--- src/hw/rtl/c3f_pkg.sv ---
// shared types and constants of the 3x3 convolution filter
// used by the filter top level and its cells; depends on nothing
package c3f_pkg;

    localparam int MAX_WIDTH_DEF = 1024;
    localparam int COEF_BITS_DEF = 8;
    localparam int PIX_W         = 8;
    localparam int POS_W         = 10;
    localparam int CFG_W         = 24;
    localparam int DIV_W         = 8;
    localparam int REM_W         = 16;
    localparam int QUO_W         = 8;
    localparam int HGT_W         = 11;
    localparam int MAX_HEIGHT    = 1024;
    localparam int OUT_TDATA_W   = 32;

    typedef enum logic [2:0] {
        REG_COEF_ROW0 = 3'd0,
        REG_COEF_ROW1 = 3'd1,
        REG_COEF_ROW2 = 3'd2,
        REG_DIVISOR   = 3'd3,
        REG_WIDTH     = 3'd4,
        REG_HEIGHT    = 3'd5
    } cfg_reg_t;

    // index 0 is the row two above, 2 is the incoming sample
    typedef logic [2:0][PIX_W-1:0] pix_col_t;

    typedef struct packed {
        logic             valid;
        logic [POS_W-1:0] row;
        logic [POS_W-1:0] col;
        logic             last;
    } meta_t;

    typedef struct packed {
        meta_t            meta;
        logic             sat;
        logic [REM_W-1:0] rem;
        logic [QUO_W-1:0] quo;
    } div_word_t;

endpackage

--- src/hw/rtl/c3f_div_cell.sv ---
// one quotient bit of the restoring divider chain
// uses c3f_pkg for the word passed between cells
module c3f_div_cell
    import c3f_pkg::*;
#(
    parameter int BIT = 0
) (
    input  logic             aclk,
    input  logic             aresetn,
    input  logic             en,
    input  logic [DIV_W-1:0] divisor,
    input  div_word_t        word_in,
    output div_word_t        word_out
);

    div_word_t        word_reg;
    div_word_t        word_next;
    logic [REM_W-1:0] dshift;

    always_comb begin
        dshift    = {{(REM_W-DIV_W){1'b0}}, divisor} << BIT;
        word_next = word_in;
        if (word_in.rem >= dshift) begin
            word_next.rem      = word_in.rem - dshift;
            word_next.quo[BIT] = 1'b1;
        end
    end

    always_ff @(posedge aclk) begin
        if (!aresetn) begin
            word_reg <= '0;
        end else if (en) begin
            word_reg <= word_next;
        end
    end

    assign word_out = word_reg;

endmodule

--- config.mk ---
export PLATFORM = sky130hd
export DESIGN_NAME = c3f_div_cell
export DESIGN_NICKNAME = d
export VERILOG_FILES = /design/src/hw/rtl/c3f_pkg.sv /design/src/hw/rtl/c3f_div_cell.sv
export SDC_FILE = /design/constraint.sdc
export NUM_CORES = 1
export LEC_CHECK = 0
export ABC_CLOCK_PERIOD_IN_PS = 2400
export BUFFER_PORTS_ARGS = -buffer_cell sky130_fd_sc_hd__buf_2
export CORE_MARGIN = 2
export CORE_UTILIZATION = 43
export CTS_BUF_LIST = sky130_fd_sc_hd__clkbuf_8 sky130_fd_sc_hd__clkbuf_16
export DETAILED_ROUTE_END_ITERATION = 16
export PLACE_DENSITY_LB_ADDON = 0.25
export SETUP_SLACK_MARGIN = 0.3
export SLEW_MARGIN = 20
export SYNTH_ARGS = -nofsm -noshare
export SYNTH_HDL_FRONTEND = slang
export SYNTH_SLANG_ARGS = --single-unit
--- constraint.sdc ---
create_clock -name aclk -period 2.4 [get_ports aclk]
set_clock_uncertainty 0.1 [all_clocks]
set_input_delay 0.24 -clock aclk [delete_from_list [all_inputs] [get_ports aclk]]
set_output_delay 0.24 -clock aclk [all_outputs]
set_load 0.01 [all_outputs]
* Word level (Yosys, flattened, before mapping)
Cells that the tools add are included.
** Word-level totals
- Register bits :: 47
- Output and inout bits :: 47
- Input bits :: 58
- Word-level logic and storage cells :: 11
** Cells by class
- Order comparisons :: 1
- Mux-type cells :: 2
- Add/sub/neg operators :: 1
** Operator list (count)
- 16-bit by 8-bit >= comparator with 1-bit output :: 1
- 16-bit 2-to-1 mux :: 1
- 16-bit by 8-bit subtractor with 16-bit output :: 1
- 1-bit 2-to-1 mux :: 1

* Depth between registers and ports, before layout
Gate-level depths: netlist (run 1).
- Depth after elaboration :: 2
- Depth in mapped cells :: 10
- Depth with buffers taken out :: 9

* Least setup slack after synthesis (run 1)
No wires, ideal clock.
- Path kind :: input-to-reg
- Start :: input port word_in[8] (netlist bit)
- End :: register word_reg, in the netlist word_out[17]
- Required time :: 2.168 ns
- Path buffers :: 1
- Arrival :: 2.264 ns
- Cell stages on the path :: 10
- Path slack :: -0.097 ns
- Setup time :: 0.132 ns
- Path through :: inv_1 > ha_1 > fa_1 > and2b_1 > o31a_1 > a41oi_1 > buf_2 > a2111oi_0 > xnor2_1 > a21oi_1
** On the way
- Longest elaborated chain between the ends :: 2
** Ends and longest elaborated chain
- from (decl) :: line c3f_div_cell.sv:12 : input div_word_t word_in,
- 16-bit by 8-bit subtractor with 16-bit output / 16-bit by 8-bit >= comparator with 1-bit output (equally long branches) :: line c3f_div_cell.sv:24, c3f_div_cell.sv:23
- 16-bit 2-to-1 mux (*) :: line c3f_div_cell.sv:23 : if (word_in.rem >= dshift) begin
- to (signal assigned) :: line c3f_div_cell.sv:33 : word_reg <= word_next;
- to (decl) :: line c3f_div_cell.sv:16 : div_word_t word_reg;
Mark *: on every way between the ends. The rest lies on a longest branch, timed or not.
A chain may end at the register's enable or synchronous reset.

* Worst setup path in the final report (run 1)
- Start :: input port divisor[1]
- End :: register word_reg, in the netlist word_out[23]
** On the way
- Longest elaborated chain between the ends :: 2
** Ends and longest elaborated chain
- from (decl) :: line c3f_div_cell.sv:11 : input logic [DIV_W-1:0] divisor,
- 16-bit by 8-bit subtractor with 16-bit output / 16-bit by 8-bit >= comparator with 1-bit output (equally long branches) :: line c3f_div_cell.sv:24, c3f_div_cell.sv:23
- 16-bit 2-to-1 mux (*) :: line c3f_div_cell.sv:23
Marks and branches as above.

==> reports/metrics.json, run 1 <==
{
  "syn_to_final_growth_pct": 39.6,
  "hold-path-endpoint": "word_out[33]",
  "grt_pass1_vias": 2048,
  "cts-htree-levels": 2,
  "detailed_place_hpwl_um": 4390,
  "synth.area.top_cells": "sky130_fd_sc_hd__dfxtp_1 40%, sky130_fd_sc_hd__mux2i_1 13%, sky130_fd_sc_hd__nor2b_1 8.2%",
  "wl_met3_um": 295,
  "holdCritStartpoint": "word_in[33]",
  "power_density_nw_per_um2": 576,
  "max_slew_margin": 0.566,
  "synth_flop_cell": "sky130_fd_sc_hd__dfxtp_1",
  "global_route.usage.total": 0.182,
  "cts_sinks": 47,
  "slew_violations": 0,
  "regToRegSetupSlack_ns": 1.48,
  "dieWidth_um": 78.4,
  "tritoncts": "done",
  "syn-instance-count": 252,
  "cellInternalPower_mw": 1.40,
  "post_drt_wl_per_cell_um": 12.8,
  "wl_met1_um": 2650,
  "critical_path.startpoint_type": "input pin",
  "num_rows": 27,
  "layout_commonest_cell": "sky130_fd_sc_hd__buf_2",
  "power.total_mw": 1.91,
  "ys_ff_latch": 47,
  "hold_depth": 3,
  "fp.dieArea_um2": 6140,
  "vias_per_cell": 4.95,
  "mappedNetlistNets": 319,
  "cp_max_fo": 4,
  "antenna_left": 0,
  "num_antenna_cells": 0,
  "clk_path_buf_depth": 2,
  "largest_reg_flops": 47,
  "post_synth.cell_area_avg_um2": 9.44,
  "topRoutingLayerUsed": "met4",
  "layoutNonFillerInstCount": 440,
  "met2RoutedLength_um": 2660,
  "asyncSetResetFlopFracSynth": 0,
  "worst_endpoint_data_arrival_time_ns": 2.19,
  "cts_made_buffers": 5,
  "timing.final.ws_setup_ns": 0.293,
  "seq_area_frac_synth": 0.396,
  "critPathRequiredTime_ns": 2.48,
  "p_comb_frac": 0.234,
  "post_cts_hold_buffer_count": 0,
  "critical_path.endpoint_type": "flip-flop",
  "clockPowerShare": 0.318,
  "routabilityCongestion": 0.807,
  "number_of_detailed_routing_iterations_run_before_antenna_repair": 4,
  "synth_enable_flop_cells": 0,
  "ioPinCount": 105,
  "worstRegToRegCells": 3,
  "synth_cell_types": 43,
  "grt_setup_unrepaired": "yes",
  "maxClockFrequency_ghz": 0.475,
  "power.static_leakage_nw": 1.60,
  "synth.cell_area_um2": 2380,
  "cpMaxStageDelayCell": "sky130_fd_sc_hd__o31ai_1",
  "drcViolationCount": 0,
  "initial_utilization": 0.437,
  "layout.nets": 434,
  "synth_area_leader_cell": "sky130_fd_sc_hd__dfxtp_1",
  "clk_latency_ns": 0.29,
  "wl_um": 5640,
  "num_vias": 2177,
  "crit_path_max_incr_delay_ns": 0.38,
  "final.fill_count": 485,
  "switch_share": 0.270,
  "drive_gt1_frac": 0.402,
  "total_switching_power_mw": 0.518,
  "grt_start_max_net_pins": 50,
  "worstMarginPinSlew_ns": 0.650,
  "buffer_ports.inserted": 104,
  "clkSlewWorstSetupHoldPaths_ns": 0.09,
  "root_buffer_cell": "sky130_fd_sc_hd__clkbuf_8",
  "layout_worst_path_cycle_share": 0.878,
  "run_status": "completed",
  "coreArea_um2": 5440,
  "synth.yosys.warnings": 0,
  "final-hold-violation-count": 0,
  "r2r-start": "word_out[14]",
  "peakVddDrop_mv": 0.310,
  "drt_iter0_markers": 52,
  "pwr-share-seq": 0.448,
  "cells_traversed_along_the_worst_timing_path": "buf_2 -> inv_1 -> ha_1 -> nor2b_1 -> o31ai_1 -> a31oi_1 -> buf_4 -> a2111oi_2 -> xnor2_1 -> a21oi_1",
  "dp_slack_ns": -0.0844,
  "setup_viol_count_final": 0,
  "grt_antenna_before_repair": 0,
  "netlist.area_leader.share": 0.396,
  "grt-ovfl-total": 0,
  "dp.cells": 431,
  "die_h_um": 78.4,
  "max_cap_viol": 0,
  "min_period_ns": 2.11,
  "timing.rr.end": "word_out[14]",
  "worst-setup-path-type": "input pin to flip-flop",
  "most-common-layout-cells": "102 x sky130_fd_sc_hd__buf_2, 47 x sky130_fd_sc_hd__dfxtp_1, 32 x sky130_fd_sc_hd__mux2i_1, 31 x sky130_fd_sc_hd__nor2b_1, 25 x sky130_fd_sc_hd__a21oi_1",
  "grt_pass1_wl_um": 9090,
  "worst_hold_path_type": "input pin to flip-flop"
}
==> per-stage QoR <==
step           TNS, ns  hold WS, ns   util  instance area, µm²
2_1_floorplan        0        0.286      -                2500
3_3_place_gp   -0.0775        0.389  0.584                3180
3_5_place_dp    -0.195        0.398  0.584                3180
4_1_cts              0       0.0999  0.607                3300
5_1_grt              0       0.0892  0.611                3320
6_report             0        0.102  0.611                3320
==> synth_stat cells (all sizes together), types with 3 or more instances <==
cell,instances
dfxtp,47
mux2i,32
nor2b,31
a21oi,25
o21ai,20
clkbuf,13
inv,10
ha,8
nand2,7
xnor2,6
xor2,5
a31oi,4
nand3,4
nor2,4
o31ai,4
buf,3
o21a,3
==> logic make-up after synthesis <==
family	share of synthesized area
XOR/XNOR	0.0405
buffers and inverters	0.0468
AO/OA/AOI/OAI	0.166
AND/OR/NAND/NOR	0.166
multiplexers	0.135
flip-flops	0.396
adder cells (fa/ha/maj)	0.0505
==> how the worst max path moves through the flow <==
stage	endpoint	cells after the start	from
5_1_grt	word_out[23]	10	divisor[1]
3_3_place_gp	word_out[17]	11	word_in[8]
2_1_floorplan	word_out[21]	9	word_in[8]
4_1_cts	word_out[17]	11	word_in[8]
6_report	word_out[23]	10	divisor[1]
3_5_place_dp	word_out[21]	10	word_in[8]
==> cell type report <==
class,count,area (µm²),area share
well taps,72,90.1,0.0271
clock inverters,2,38.8,0.0117
inverters,10,45.0,0.0136
flip-flops and latches,47,941,0.283
clock buffers,6,82.6,0.0249
multi-input cells,179,1410,0.425
repair buffers,124,712,0.214
==> worst max-delay path: cells and delay by family <==
family                     cells  cell delay, ns
xor gates and xnor gates       1            0.18
buffers and inverters          3            0.35
and+or+nand+nor                1            0.15
adders and majority gates      1            0.30
AOI/OAI and AO/OA              4            0.98
==> power groups by stage <==
stage | clock (mW) | sequential, mW | combinational, mW
global route | 0.665 | 0.864 | 0.495
finish | 0.608 | 0.858 | 0.448
detailed placement | 0 | 0.876 | 0.448
floorplan | 0 | 0.903 | 0.242
CTS | 0.629 | 0.858 | 0.449
global placement | 0 | 0.874 | 0.439
==> metal layers <==
metal | global-route usage | up-vias
met1 | 0.236 | 993
met3 | 0.0299 | 4
met4 | 0.0474 | 0
li1 | - | 1117
met5 | 0 | -
met2 | 0.315 | 63
==> timing repair <==
action / in CTS / in global routing
endpoints found under the setup margin: 3 / 4
buffers inserted: 0 / 1
hold endpoints to repair: 0 / 0
pin swaps: 3 / 1
gates cloned: 0 / 0
resized for setup: 1 / 3
(Power assumes the default switching activity.)
==> run 2: changes to the inputs <==
--- a/config.mk
+++ b/config.mk
@@ -12,6 +12,7 @@
 export CTS_BUF_LIST = sky130_fd_sc_hd__clkbuf_8 sky130_fd_sc_hd__clkbuf_16
 export DETAILED_ROUTE_END_ITERATION = 16
 export PLACE_DENSITY_LB_ADDON = 0.25
+export RECOVER_POWER = 100
 export SETUP_SLACK_MARGIN = 0.3
 export SLEW_MARGIN = 20
 export SYNTH_ARGS = -nofsm -noshare
==> run 2 against run 1 <==
Compared with the run above:
- flip-flop and latch count did not move
- sequential power barely moved
- global-route usage did not move
- the flow now finishes with violations (capacitance limit, slew limit)
- largest power group unchanged
- cell count did not move
- worst hold slack barely moved
==> reports/metrics.json, run 2 (synthesized netlist as in run 1, its figures left out) <==
{
  "run_status": "complete, but fails checks",
  "violations": "capacitance limit, slew limit",
  "grt_pass1_vias": {"value": 2048, "change": "unchanged"},
  "finalSetupTns": {"value": 0, "unit": "ns", "change": "unchanged"},
  "vias_per_cell": {"value": 4.95, "change": "+0.14%"},
  "tritoncts": "done",
  "cts_made_buffers": {"value": 5, "change": "unchanged"},
  "post-route-util": {"value": 0.595, "change": "-0.0156"},
  "worstMarginPinSlew": {"value": 1.55, "unit": "ns", "change": "+0.903 ns"},
  "critical_path.endpoint_type": "flip-flop",
  "power.static_leakage": {"value": 1.41, "unit": "nW", "change": "-12%"},
  "initial_utilization": {"value": 0.437, "change": "unchanged"},
  "dp_slack": {"value": -0.0844, "unit": "ns", "change": "unchanged"},
  "critical_path.startpoint_type": "input pin",
  "timing.final.ws_setup": {"value": 0.225, "unit": "ns", "change": "-0.0680 ns"},
  "grt_util_met1": {"value": 0.236, "change": "unchanged"},
  "max_slew_margin": {"value": -0.0358, "change": "-0.602"},
  "clk_path_buf_depth": {"value": 2, "change": "unchanged"},
  "buffer_ports.inserted": {"value": 104, "change": "unchanged"},
  "power_density": {"value": 586, "unit": "nW/µm²", "change": "+1.7%"},
  "gr_met3_demand_resource": {"value": 0.0299, "change": "unchanged"},
  "drive_gt1_frac": {"value": 0.258, "change": "-0.144"},
  "ioPinCount": {"value": 105, "change": "unchanged"},
  "die_h": {"value": 78.4, "unit": "µm", "change": "unchanged"},
  "most-common-layout-cells": "54 x sky130_fd_sc_hd__buf_2, 50 x sky130_fd_sc_hd__clkbuf_1, 47 x sky130_fd_sc_hd__dfxtp_1, 32 x sky130_fd_sc_hd__mux2i_1, 31 x sky130_fd_sc_hd__nor2b_1",
  "routabilityCongestion": {"value": 0.807, "change": "unchanged"},
  "layout.nets": {"value": 434, "change": "unchanged"},
  "maxClockFrequency": {"value": 0.460, "unit": "GHz", "change": "-3.1%"},
  "cts-htree-levels": {"value": 2, "change": "unchanged"},
  "largest_reg_flops": {"value": 47, "change": "unchanged"},
  "critPathRequiredTime": {"value": 2.48, "unit": "ns", "change": "about the same"},
  "min_period": {"value": 2.18, "unit": "ns", "change": "+0.0680 ns"},
  "top_usage_layer": "met2",
  "root_buffer_cell": "sky130_fd_sc_hd__clkbuf_8",
  "fp.dieArea": {"value": 6140, "unit": "µm²", "change": "unchanged"},
  "grt_start_max_net_pins": {"value": 50, "change": "unchanged"},
  "power.total": {"value": 1.90, "unit": "mW", "change": "-0.91%"},
  "crit_path_max_incr_delay": {"value": 0.43, "unit": "ns", "change": "+0.05 ns"},
  "drcViolationCount": {"value": 0, "change": "unchanged"},
  "final-hold-violation-count": {"value": 0, "change": "unchanged"},
  "cells_traversed_along_the_worst_timing_path": "buf_2 -> inv_1 -> ha_1 -> nor2b_1 -> o31ai_1 -> a31oi_1 -> buf_4 -> a2111oi_1 -> xnor2_1 -> a21oi_1",
  "layout_worst_path_cycle_share": {"value": 0.906, "change": "+0.0283"},
  "peakVddDrop": {"value": 0.304, "unit": "mV", "change": "-1.8%"},
  "cts_sinks": {"value": 47, "change": "unchanged"},
  "syn_to_final_growth_pct": 36.0,
  "worst-setup-path-type": "input pin to flip-flop",
  "worst_hold_path_type": "input pin to flip-flop",
  "num_antenna_cells": {"value": 0, "change": "unchanged"},
  "setup_viol_count_final": {"value": 0, "change": "unchanged"},
  "cp_max_fo": {"value": 4, "change": "unchanged"},
  "global_route.usage.met2": {"value": 0.315, "change": "unchanged"},
  "dp.cells": {"value": 431, "change": "unchanged"},
  "detailed_place_hpwl": {"value": 4390, "unit": "µm", "change": "unchanged"},
  "fin_area": {"value": 3240, "unit": "µm²", "change": "-2.6%"},
  "num_vias": {"value": 2180, "change": "+0.14%"},
  "layoutNonFillerInstCount": {"value": 440, "change": "unchanged"},
  "clkSlewWorstSetupHoldPaths": {"value": 0.09, "unit": "ns", "change": "about the same"},
  "grt_pass1_wl": {"value": 9090, "unit": "µm", "change": "unchanged"},
  "grt_antenna_before_repair": {"value": 0, "change": "unchanged"},
  "antenna_left": {"value": 0, "change": "unchanged"},
  "grt-ovfl-total": {"value": 0, "change": "unchanged"},
  "grt_setup_unrepaired": "yes",
  "post_drt_wl_per_cell": {"value": 12.9, "unit": "µm", "change": "+0.96%"},
  "global_route.usage.total": {"value": 0.182, "change": "unchanged"},
  "max_cap_viol": {"value": 1, "change": "+1"},
  "layout_commonest_cell": "sky130_fd_sc_hd__buf_2",
  "postPlaceCellArea": {"value": 3180, "unit": "µm²", "change": "unchanged"},
  "worst_endpoint_data_arrival_time": {"value": 2.26, "unit": "ns", "change": "+0.07 ns"},
  "clk_latency": {"value": 0.29, "unit": "ns", "change": "about the same"},
  "dieWidth": {"value": 78.4, "unit": "µm", "change": "unchanged"},
  "cpMaxStageDelayCell": "sky130_fd_sc_hd__a2111oi_1",
  "fin_hold_ws": {"value": 0.102, "unit": "ns", "change": "-0.000356 ns"},
  "number_of_detailed_routing_iterations_run_before_antenna_repair": {"value": 4, "change": "unchanged"},
  "slew_violations": {"value": 50, "change": "+50"},
  "wl": {"value": 5700, "unit": "µm", "change": "+0.96%"},
  "num_rows": {"value": 27, "change": "unchanged"},
  "coreArea": {"value": 5440, "unit": "µm²", "change": "unchanged"},
  "drt_iter0_markers": {"value": 47, "change": "-9.6%"}
}
run 2: worst paths after layout:
| kind | start | to | slack, ns | depth (start not counted) |
|---|---|---|---|---|
| setup / recovery | divisor[1] | word_out[23] | 0.22 | 10 |
| hold / removal | word_in[33] | word_out[33] | 0.10 | 3 |
| setup reg to reg | word_out[14] | word_out[14] | 1.46 | 3 |
| hold reg to reg | word_out[33] | word_out[33] | 0.42 | 2 |
run 2: area by class of cell:
class                      count  area [µm²]
clock inverter                 2        38.8
multi-input combinational    179        1390
inverter                      10        45.0
tap                           72        90.1
timing repair buffer         124         644
fill                         523        2200
clock buffer                   6        82.6
sequential                    47         941
run 2: timing repair:
item,CTS,global route
gates resized for setup,1,3
endpoints found under the hold margin,0,0
setup endpoints to repair,3,4
hold buffers,0,0
setup buffers,0,1
pin swaps,3,1
run 2: where the power goes:
part	switching, mW	internal [mW]	total (mW)
clock network	0.265	0.343	0.608
registers	0.0254	0.834	0.860
logic	0.226	0.203	0.429
run 2: critical path: cells and delay by family:
kind	cells	cell delay, ns
buffers and inverters	3	0.35
XOR/XNOR	1	0.19
AND/OR/NAND/NOR	1	0.15
AO/OA/AOI/OAI	4	1.04
adder cells (fa/ha/maj)	1	0.30
run 2: per-layer routing:
metal | wire [µm] | vias up
li1 | - | 1120
met1 | 2680 | 993
met2 | 2670 | 63
met3 | 300 | 4
met4 | 40 | 0
met5 | 0 | -
