### src/hw/rtl/c3f_pkg.sv
// shared types and constants of the 3x3 convolution filter
// used by the filter top level and its cells; depends on nothing
package c3f_pkg;

    localparam int MAX_WIDTH_DEF = 1024;
    localparam int COEF_BITS_DEF = 8;
    localparam int PIX_W         = 8;
    localparam int POS_W         = 10;
    localparam int CFG_W         = 24;
    localparam int DIV_W         = 8;
    localparam int REM_W         = 16;
    localparam int QUO_W         = 8;
    localparam int HGT_W         = 11;
    localparam int MAX_HEIGHT    = 1024;
    localparam int OUT_TDATA_W   = 32;

    typedef enum logic [2:0] {
        REG_COEF_ROW0 = 3'd0,
        REG_COEF_ROW1 = 3'd1,
        REG_COEF_ROW2 = 3'd2,
        REG_DIVISOR   = 3'd3,
        REG_WIDTH     = 3'd4,
        REG_HEIGHT    = 3'd5
    } cfg_reg_t;

    // index 0 is the row two above, 2 is the incoming sample
    typedef logic [2:0][PIX_W-1:0] pix_col_t;

    typedef struct packed {
        logic             valid;
        logic [POS_W-1:0] row;
        logic [POS_W-1:0] col;
        logic             last;
    } meta_t;

    typedef struct packed {
        meta_t            meta;
        logic             sat;
        logic [REM_W-1:0] rem;
        logic [QUO_W-1:0] quo;
    } div_word_t;

endpackage

### src/hw/rtl/c3f_col_cell.sv
// one window column cell: holds three samples, passes them left, and
// registers the column's weighted sum; uses c3f_pkg
module c3f_col_cell
    import c3f_pkg::*;
#(
    parameter int COEF_BITS = COEF_BITS_DEF
) (
    input  logic                          aclk,
    input  logic                          aresetn,
    input  logic                          en,
    input  logic                          shift,
    input  pix_col_t                      col_in,
    input  logic [2:0][COEF_BITS-1:0]     taps,
    output pix_col_t                      col_out,
    output logic signed [COEF_BITS+10:0]  partial
);

    localparam int PROD_W = COEF_BITS + 9;
    localparam int COL_W  = PROD_W + 2;

    pix_col_t                 col_reg;
    logic signed [COL_W-1:0]  partial_reg;
    logic signed [COL_W-1:0]  partial_next;
    logic signed [PROD_W-1:0] prod [3];

    always_comb begin
        for (int i = 0; i < 3; i++) begin
            prod[i] = $signed({1'b0, col_reg[i]}) * $signed(taps[i]);
        end
        partial_next = COL_W'(prod[0]) + COL_W'(prod[1]) + COL_W'(prod[2]);
    end

    always_ff @(posedge aclk) begin
        if (!aresetn) begin
            col_reg <= '0;
        end else if (shift) begin
            col_reg <= col_in;
        end
    end

    always_ff @(posedge aclk) begin
        if (en) begin
            partial_reg <= partial_next;
        end
    end

    assign col_out = col_reg;
    assign partial = partial_reg;

endmodule

### config.mk
export PLATFORM = sky130hd
export DESIGN_NAME = c3f_col_cell
export DESIGN_NICKNAME = d
export VERILOG_FILES = /design/src/hw/rtl/c3f_pkg.sv /design/src/hw/rtl/c3f_col_cell.sv
export SDC_FILE = /design/constraint.sdc
export NUM_CORES = 1
export LEC_CHECK = 0
export BUFFER_PORTS_ARGS = -buffer_cell sky130_fd_sc_hd__buf_2
export CAP_MARGIN = 20
export CORE_MARGIN = 2
export CORE_UTILIZATION = 50
export CTS_CLUSTER_DIAMETER = 60
export DETAILED_ROUTE_END_ITERATION = 8
export PLACE_DENSITY = 0.74
export SLEW_MARGIN = 20
export SYNTH_ARGS = -nofsm -noshare
export SYNTH_HDL_FRONTEND = slang
export SYNTH_SLANG_ARGS = --single-unit
### constraint.sdc
create_clock -name aclk -period 12.7 [get_ports aclk]
set_input_delay 2.54 -clock aclk [delete_from_list [all_inputs] [get_ports aclk]]
set_output_delay 2.54 -clock aclk [all_outputs]
set_load 0.1 [all_outputs]
==> After elaboration in Yosys (flattened, before gate mapping) <==
Cells that the tools add are included.
{ "op_classes": {"addsub": 2, "mul": 3} }
{ "op_table": {"columns": ["operator", "count"], "rows": [
  ["multiplier 9 x 8 -> 17 bit", 3],
  ["adder 18 x 17 -> 19 bit", 1],
  ["adder 17 x 17 -> 18 bit", 1]
]} }
{ "word_totals": {"ff_bits": 43, "word_cells": 9} }

==> Longest topological paths before layout <==
Gate-level depths: netlist (run 1).
{ "logic_depth": {"word_depth": 3, "ltp_mapped": 23, "ltp_nobuf": 21} }

==> Worst setup path before layout (run 1) <==
No wires, ideal clock.
{ "synth_path": {"kind": "input to register", "startpoint": "input port taps[0] in the netlist's numbering", "endpoint": "register partial_reg[17] (netlist: partial[17]), data pin", "cell_stages": 18, "setup_slack_ns": 4.925, "arrival_ns": 7.502, "cell_sequence": "and2_1 -> fa_1 -> fa_1 -> inv_1 -> fa_1 -> fa_1 -> inv_1 -> fa_1 -> inv_1 -> fa_1 -> inv_1 -> fa_1 -> ha_1 -> nor2b_4 -> o2111ai_2 -> a21oi_1 -> o21a_1 -> o311ai_2"} }
{ "synth_between": {"elab_chain_len": 3} }
{ "synth_lines": {"columns": ["item", "line_no", "text"], "rows": [
  ["start, declared", "c3f_col_cell.sv:13", "input logic [2:0][COEF_BITS-1:0] taps,"],
  ["multiplier 9 x 8 -> 17 bit", "c3f_col_cell.sv:28", "prod[i] = $signed({1'b0, col_reg[i]}) * $signed(taps[i]);"],
  ["adder 17 x 17 -> 18 bit", "c3f_col_cell.sv:30", "partial_next = COL_W'(prod[0]) + COL_W'(prod[1]) + COL_W'(prod[2]);"],
  ["adder 18 x 17 -> 19 bit", "c3f_col_cell.sv:30", null],
  ["net partial_next[17]", "c3f_col_cell.sv:23", "logic signed [COL_W-1:0] partial_next;"],
  ["end signal, assigned", "c3f_col_cell.sv:43", "partial_reg <= partial_next;"],
  ["end, declared", "c3f_col_cell.sv:22", "logic signed [COL_W-1:0] partial_reg;"]
]} }
The timed path passes the listed nets, and every way through them passes these cells.
A chain may end at the register's enable or synchronous reset.

==> Final worst setup path (run 1) <==
Same ends and word-level chain as after synthesis.

==> run summary, run 1 <==
The run gives 903 as the synthesized netlist cell count. After synthesis, the mean cell area works out to 9.70 um^2. The run finished with clean final reports. The register with the most flip-flops in the layout has 24 of them.

The post-synthesis sequential area ratio was 0.120; the count of nets after finishing was 1,323. Max-cap violations in this run came to 0. In this run the static leakage power is 5.18 nW.

Portion of the clock cycle consumed by the worst path in the final layout: 0.631. The post-synthesis register bit count was 43. The run gives 0 ns as the setup TNS. In this run the critical register-to-register path is captured at partial[17]$_DFFE_PP_.

Relative to the synthesized area, the layout overhead comes to 9.87%. For the hold violation count in the final report, the log shows 0. At the later pin of the worst-skew pair, clock insertion delay measures 0.30 ns.

For the total length of routed wires, the log shows 18,600 um. The most common cell in the netlist was sky130_fd_sc_hd__inv_1. The ratio of cells with drive above 1 in the final layout came out at 0.113. Clock skew on the completed layout was measured at 0.00901 ns. Summing all non-filler instances in the final layout gives an area of 9620 um^2. The Yosys step of the flow raised 0 warnings.

The first detailed-routing pass took 4 iterations. The initial core utilization was 0.508. The most critical setup path has its endpoint at partial[17]$_DFFE_PP_.

The number of setup buffers added after CTS is 0. Antenna diode count: 0. The end-of-flow core utilization is 0.558, and the number of synthesized flops with an enable pin is 19.

The die is 136 um tall. The total setup violations reported at the end of the flow came out at 0. For the worst flop-to-flop path, the logic depth is 19.

The hold buffer count at CTS was 0; the count of buffers from port buffering was 94. After detailed routing, the number of remaining DRC violations is 0. The horizontal die dimension is 136 um, and the clock slew at the register clock pins of the worst setup and hold paths is 0.07 ns. The tools report the startpoint of the worst-slack reg-to-reg timing path as col_out[2]$_SDFFE_PN0P_. The share of the synthesized netlist area taken by xor and xnor gates is 0.0140.

95 I/O pins were placed. At the pin with the least slew margin, the transition time is 0.839 ns. The initialized floorplan defines 48 standard-cell rows.

Clock tree synthesis found a total of 43 sinks. The biggest area contributor in the post-synthesis netlist is sky130_fd_sc_hd__fa_1. Setup repair after global routing left no endpoint under its margin.

The mean number of vias per cell is 5.00. Once the clock tree was built, the resizer swapped 0 gates to a different size. The logs give 0.441 for the worst relative slew slack and 8.05 ns for the arrival time of the worst setup path. The number of antenna violations at the first check in global routing is 0.

The tools report the global-route wire length before repair as 31,700 um. The logs give 25 for the pin count of the biggest net entering global routing and 6.48 ns for the slack of the worst reg-to-reg path. The highest clock frequency the design can meet is 0.125 GHz, and the cell area after placement is 9470 um^2. The multi-input gate area in the final layout came out at 6750 um^2. In the synthesized netlist, the cells that appear most often are sky130_fd_sc_hd__inv_1 (243), sky130_fd_sc_hd__fa_1 (166), sky130_fd_sc_hd__ha_1 (111).

Ranked by total cell area, the synthesized netlist is headed by sky130_fd_sc_hd__fa_1 (38%), sky130_fd_sc_hd__ha_1 (16%), sky130_fd_sc_hd__inv_1 (10%). The die covers 18,600 um^2. The net count of the mapped netlist is 1,232. Depth of the CTS H-tree: 2. The worst setup path is of the input pin to flip-flop kind. At the worst endpoint, the required time is 12.74 ns.

The worst path in the final design needs a cycle of 8.01 ns, including I/O delays and setup. Endpoint class of the critical path: a flip-flop. The average detailed-routed wire length per instance works out to 15.2 um. The main combinational cell family by area after synthesis is adder cells. The number of nets with antenna violations after routing is 0. The share of synthesized area spent on multiplexers works out to 0.0286.

The path type of the worst min-delay path is flip-flop to flip-flop. For the CTS buffer count, the log shows 5. The HPWL after detailed placement was 15,800 um.

Largest voltage drop on the vdd net: 0.242 mV. The critical path starts at taps[0]. The core region is 17,200 um^2. The number of fill cells was 1,546; the cell area power density was 232 nW/um^2. The tools report the number of max-slew violations in the final report as 0. The compound-gate portion of the synthesized area is 0.0331, and the count of different cell masters after synthesis is 41. For the via count of the first global-routing pass, the log shows 6,638. The cell at the root of the clock tree is sky130_fd_sc_hd__clkbuf_16. For the sequential cell area, the log shows 1050 um^2.

The post-synthesis share of cell area spent on and, or, nand and nor gates works out to 0.157. The logs give 8760 um^2 for the post-synthesis instance area and 0.856 for the final weighted congestion of routability-driven global placement. Fraction of the mapped netlist area in adder cells: 0.538. Combined global-route utilization of all metal layers: 0.220. The startpoint kind of the worst setup timing path was an input pin. The logs give 299 for the number of DRC markers after the initial detailed-route iteration and 0 for the global-route congestion overflow total.

Buffer levels on the longest clock path: 2. The fraction of registers with async set or reset after synthesis was 0; the maximum net fanout on the critical path was 8. TritonCTS built the clock tree. The most used flip-flop cell after synthesis was sky130_fd_sc_hd__dfxtp_1. The total via count in the routed design came out at 6,105.

The share of Yosys cell area claimed by the top area cell type is 0.379.
==> stage by stage <==
stage               power (mW)  hold WS [ns]  std cells  worst slack, ns
floorplan                 1.73          1.04        903             4.92
global placement          2.04         0.659       1212             4.47
detailed placement        2.09         0.667       1212             4.39
CTS                       2.24         0.677       1220             4.72
global route              2.46         0.701       1220             4.45
finish                    2.23         0.678       1220             4.69
==> power by group <==
part	switching, mW	internal [mW]
Combinational	1.13	0.694
Clock	0.0605	0.0787
Sequential	0.0195	0.248
Total	1.21	1.02
==> critical path: stages <==
cell	delay (ns)
sky130_fd_sc_hd__buf_2	0.14
sky130_fd_sc_hd__and2_1	0.18
sky130_fd_sc_hd__fa_1	0.50
sky130_fd_sc_hd__fa_1	0.55
sky130_fd_sc_hd__inv_1	0.06
sky130_fd_sc_hd__fa_1	0.50
sky130_fd_sc_hd__fa_1	0.52
sky130_fd_sc_hd__inv_1	0.06
sky130_fd_sc_hd__fa_1	0.52
sky130_fd_sc_hd__inv_1	0.05
sky130_fd_sc_hd__fa_1	0.48
sky130_fd_sc_hd__inv_1	0.05
sky130_fd_sc_hd__fa_1	0.44
sky130_fd_sc_hd__ha_1	0.36
sky130_fd_sc_hd__nor2b_4	0.18
sky130_fd_sc_hd__o2111ai_2	0.16
sky130_fd_sc_hd__a21oi_1	0.46
sky130_fd_sc_hd__o21a_1	0.18
sky130_fd_sc_hd__o311ai_2	0.10
==> cell families (layout without fill, tap and decap cells) <==
family,count (synthesis),in the layout
compound gates,37,37
xor+xnor,14,14
fa+ha+maj,277,277
buf+inv,253,345
flops,43,43
mux,25,25
simple gates,254,254
==> final cells by class <==
type / count / share of cell area
clock inverter: 2 / 0.00169
multi-input combinational: 607 / 0.702
tap: 225 / 0.0293
clock buffer: 6 / 0.0144
inverter: 243 / 0.0948
timing repair buffer: 94 / 0.0489
sequential: 43 / 0.109
==> layer usage <==
| layer | global-route usage | share of wire |
|---|---|---|
| met4 | 0.0613 | 0.023 |
| met2 | 0.391 | 0.52 |
| met5 | 0 | 0 |
| met1 | 0.277 | 0.42 |
| met3 | 0.0358 | 0.045 |
==> layout by cell type, fill, tap and decap left out, types with 5 or more instances in the layout <==
cell type,n
sky130_fd_sc_hd__o21ai_0,5
sky130_fd_sc_hd__nor2_1,21
sky130_fd_sc_hd__fa_1,166
sky130_fd_sc_hd__clkbuf_16,5
sky130_fd_sc_hd__ha_1,111
sky130_fd_sc_hd__a21o_1,6
sky130_fd_sc_hd__nor2b_1,34
sky130_fd_sc_hd__and2_1,106
sky130_fd_sc_hd__edfxtp_1,19
sky130_fd_sc_hd__a21oi_1,9
sky130_fd_sc_hd__inv_1,243
sky130_fd_sc_hd__buf_2,94
sky130_fd_sc_hd__mux2i_1,25
sky130_fd_sc_hd__dfxtp_1,24
sky130_fd_sc_hd__xnor2_1,14
sky130_fd_sc_hd__nand2_1,65
sky130_fd_sc_hd__nand2b_1,10
==> worst min path at each step <==
stage | startpoint | end | slack [ns] | cells after the start
5_1_grt | col_out[13]$_SDFFE_PN0P_ | col_out[13]$_SDFFE_PN0P_ | 0.70 | 2
3_3_place_gp | col_out[12]$_SDFFE_PN0P_ | col_out[12]$_SDFFE_PN0P_ | 0.66 | 2
3_5_place_dp | col_out[13]$_SDFFE_PN0P_ | col_out[13]$_SDFFE_PN0P_ | 0.67 | 2
6_report | col_out[12]$_SDFFE_PN0P_ | col_out[12]$_SDFFE_PN0P_ | 0.68 | 2
2_1_floorplan | col_out[22]$_SDFFE_PN0P_ | col_out[22]$_SDFFE_PN0P_ | 1.04 | 2
4_1_cts | col_out[13]$_SDFFE_PN0P_ | col_out[13]$_SDFFE_PN0P_ | 0.68 | 2
No activity file was read; power rests on OpenSTA's default activity.
==> run 2: changes to the inputs <==
--- a/config.mk
+++ b/config.mk
@@ -11,7 +11,7 @@
 export CORE_UTILIZATION = 50
 export CTS_CLUSTER_DIAMETER = 60
 export DETAILED_ROUTE_END_ITERATION = 8
-export PLACE_DENSITY = 0.74
+export PLACE_DENSITY = 0.76
 export SLEW_MARGIN = 20
 export SYNTH_ARGS = -nofsm -noshare
 export SYNTH_HDL_FRONTEND = slang
==> constraint.sdc (replaced) <==
create_clock -name aclk -period 7.05 [get_ports aclk]
set_input_delay 1.41 -clock aclk [delete_from_list [all_inputs] [get_ports aclk]]
set_output_delay 1.41 -clock aclk [all_outputs]
set_load 0.1 [all_outputs]
==> run 2 against run 1 <==
Effect of this change:
- wire length is 0.74% higher
- highest routed layer unchanged
- global-route usage is 0.11 points higher
- utilization is 0.41 points higher
==> run summary, run 2 (synthesis results as in run 1) <==
For the count of nets after finishing, the log shows 1,333 (+0.76%). Kind of critical path: input pin to flip-flop. The startpoint identified for the worst hold timing path is col_out[15]$_SDFFE_PN0P_. For the pin count of the biggest net entering global routing, the log shows 25 (unchanged). The leakage power summed over all cells was 5.22 nW (+0.81%). In this run the worst setup path begins at taps[0]. Portion of the clock cycle consumed by the worst path in the final layout: 0.961. The tools report the combined global-route utilization of all metal layers as 0.221 (+0.00107).

The library cell used most frequently in the layout, excluding fill and tap cells, is sky130_fd_sc_hd__inv_1. For the count of clock tree sinks, the log shows 43 (unchanged). The tools report the number of DRC markers after the initial detailed-route iteration as 194 (-35%). Startpoint of the worst-slack reg-to-reg timing path: col_out[2]$_SDFFE_PN0P_. For the clock latency of the later-clocked register in the worst-skew pair, the log shows 0.30 ns (about the same).

The worst relative slew slack was 0.444 (+0.00290); the end-of-flow core utilization was 0.562 (+0.00414). The row count came out at 48 (unchanged). The count of unresolved DRC violations after routing came out at 0 (unchanged). The run gives 18,600 um^2 (unchanged) as the die area. The number of antenna violations at the first check in global routing came out at 0 (unchanged). Total length of routed wires: 18,700 um (+0.74%).

The arrival time of the worst setup path is 6.83 ns (-1.22 ns), and the number of iterations in the first detailed-routing pass is 5 (+1). Mean number of vias per cell: 5.08 (+1.5%). The total setup violations reported at the end of the flow is 0 (unchanged), and the cell area power density is 422 nW/um^2 (+82%). Endpoint class of the critical path: a flip-flop. Highest clock frequency the design can meet: 0.148 GHz. The top cell types in the final layout, fill and taps aside, are sky130_fd_sc_hd__inv_1 (243), sky130_fd_sc_hd__fa_1 (166), sky130_fd_sc_hd__ha_1 (111), sky130_fd_sc_hd__and2_1 (106), sky130_fd_sc_hd__buf_2 (94).

The run gives 31,600 um (-0.39%) as the global-route wire length before repair. For the final weighted congestion of routability-driven global placement, the log shows 0.870 (+1.7%). For the finished layout, the period the worst path requires is 6.78 ns.

The number of fill cells is 1,513 (-2.1%), and the global-route congestion overflow total is 0 (unchanged). The path type of the worst min-delay path was flip-flop to flip-flop. The cell at the root of the clock tree was sky130_fd_sc_hd__clkbuf_16. The area of the core is 17,200 um^2 (unchanged), and the max-capacitance violation count is 0 (unchanged).

Required arrival time at the worst endpoint: 7.10 ns (-5.64 ns). The hold slack was 0.669 ns (-0.00923 ns); the ratio of cells with drive above 1 in the final layout was 0.122 (+0.00983). Setup repair after global routing left no endpoint under its margin. The cell area after placement came out at 9540 um^2 (+0.79%). TritonCTS built the clock tree. The tools report the maximum clock skew at final layout as 0.00900 ns (-0.00000791 ns).

The buffer levels on the longest clock path is 2 (unchanged). The run gives 95 (unchanged) as the total I/O pin count. The count of buffers from port buffering is 94 (unchanged), and the height of the die is 136 um (unchanged). Actual transition at the worst max-transition pin: 0.835 ns (-0.00435 ns).

The number of nets with antenna violations after routing was 0 (unchanged). The via count of the first global-routing pass was 6,556 (-1.2%); the horizontal die dimension was 136 um (unchanged). The run gives 6,246 (+2.3%) as the total via count in the routed design. The logs give 4.09 mW (+83%) for the overall power after layout and 0 (unchanged) for the antenna diode count. The number of flip-flops under the largest register name came out at 24 (unchanged).

The clock slew at the register clock pins of the worst setup and hold paths is 0.07 ns (about the same), and the final instance area is 9690 um^2 (+0.74%). For the number of max-slew violations in the final report, the log shows 0 (unchanged). The run gives 5 (unchanged) as the CTS buffer count. The area added between synthesis and finish is 10.7%.

The maximum net fanout on the critical path came out at 8 (unchanged). The run gives 0 (unchanged) as the hold violation count in the final report. The flow ran to the end, and the final reports show no timing, DRC or antenna violations. The initial core utilization is 0.508 (unchanged), and the setup TNS is 0 ns (unchanged). HPWL after detailed placement: 16,000 um (+0.86%). For the largest voltage drop on the vdd net, the log shows 0.486 mV (+100%).

The depth of the CTS H-tree is 2 (unchanged). The worst setup path is launched from an input pin. The average detailed-routed wire length per instance came out at 15.2 um (about the same).
## run 2: per-layer routing
layer | track usage | part of all wire | vias to the layer above
li1 | - | - | 2897
met1 | 0.284 | 0.42 | 3192
met2 | 0.393 | 0.52 | 122
met3 | 0.0272 | 0.037 | 35
met4 | 0.0631 | 0.025 | 0
met5 | 0 | 0 | -
## run 2: area by class of cell
class,instances,area [um^2],share of cell area
tap,225,282,0.0290
clock inverter,2,12.5,0.00129
clock buffer,6,129,0.0133
inverter,243,912,0.0941
multi-input combinational,607,6760,0.698
sequential,43,1050,0.108
timing repair buffer,104,546,0.0563
## run 2: worst paths after layout
check / slack (ns) / to / cells after the start
setup / recovery: 0.27 / partial[12]$_DFFE_PP_ / 19
hold / removal: 0.67 / col_out[15]$_SDFFE_PN0P_ / 2
hold reg to reg: 0.67 / col_out[15]$_SDFFE_PN0P_ / 2
setup reg to reg: 0.98 / partial[12]$_DFFE_PP_ / 19
## run 2: where the power goes
group / internal, mW / switching [mW]
sequential: 0.447 / 0.0363
clock: 0.131 / 0.109
combinational: 1.33 / 2.04
total: 1.91 / 2.18
## run 2: repair_timing
action                                 CTS  global route
hold buffers                             0             0
buffers inserted                         0             0
endpoints found under the hold margin    0             0
gates resized for setup                  0             3
setup endpoints to repair                0             2
## run 2: critical path, cell delays in order
cell                       delay, ns
sky130_fd_sc_hd__buf_2          0.15
sky130_fd_sc_hd__and2_1         0.18
sky130_fd_sc_hd__fa_1           0.50
sky130_fd_sc_hd__fa_1           0.55
sky130_fd_sc_hd__inv_1          0.06
sky130_fd_sc_hd__fa_1           0.46
sky130_fd_sc_hd__fa_1           0.54
sky130_fd_sc_hd__inv_1          0.05
sky130_fd_sc_hd__fa_1           0.51
sky130_fd_sc_hd__fa_1           0.50
sky130_fd_sc_hd__inv_1          0.05
sky130_fd_sc_hd__fa_1           0.47
sky130_fd_sc_hd__inv_1          0.04
sky130_fd_sc_hd__ha_1           0.36
sky130_fd_sc_hd__o21ai_0        0.15
sky130_fd_sc_hd__or2_1          0.28
sky130_fd_sc_hd__a221oi_2       0.33
sky130_fd_sc_hd__o41ai_2        0.10
sky130_fd_sc_hd__xnor2_1        0.13
## run 2: metrics by stage
step	setup slack [ns]	cells
CTS	0.248	1230
floorplan	0.405	903
finish	0.274	1230
global placement	-0.00619	1222
detailed placement	-0.0626	1222
global route	0.00683	1230
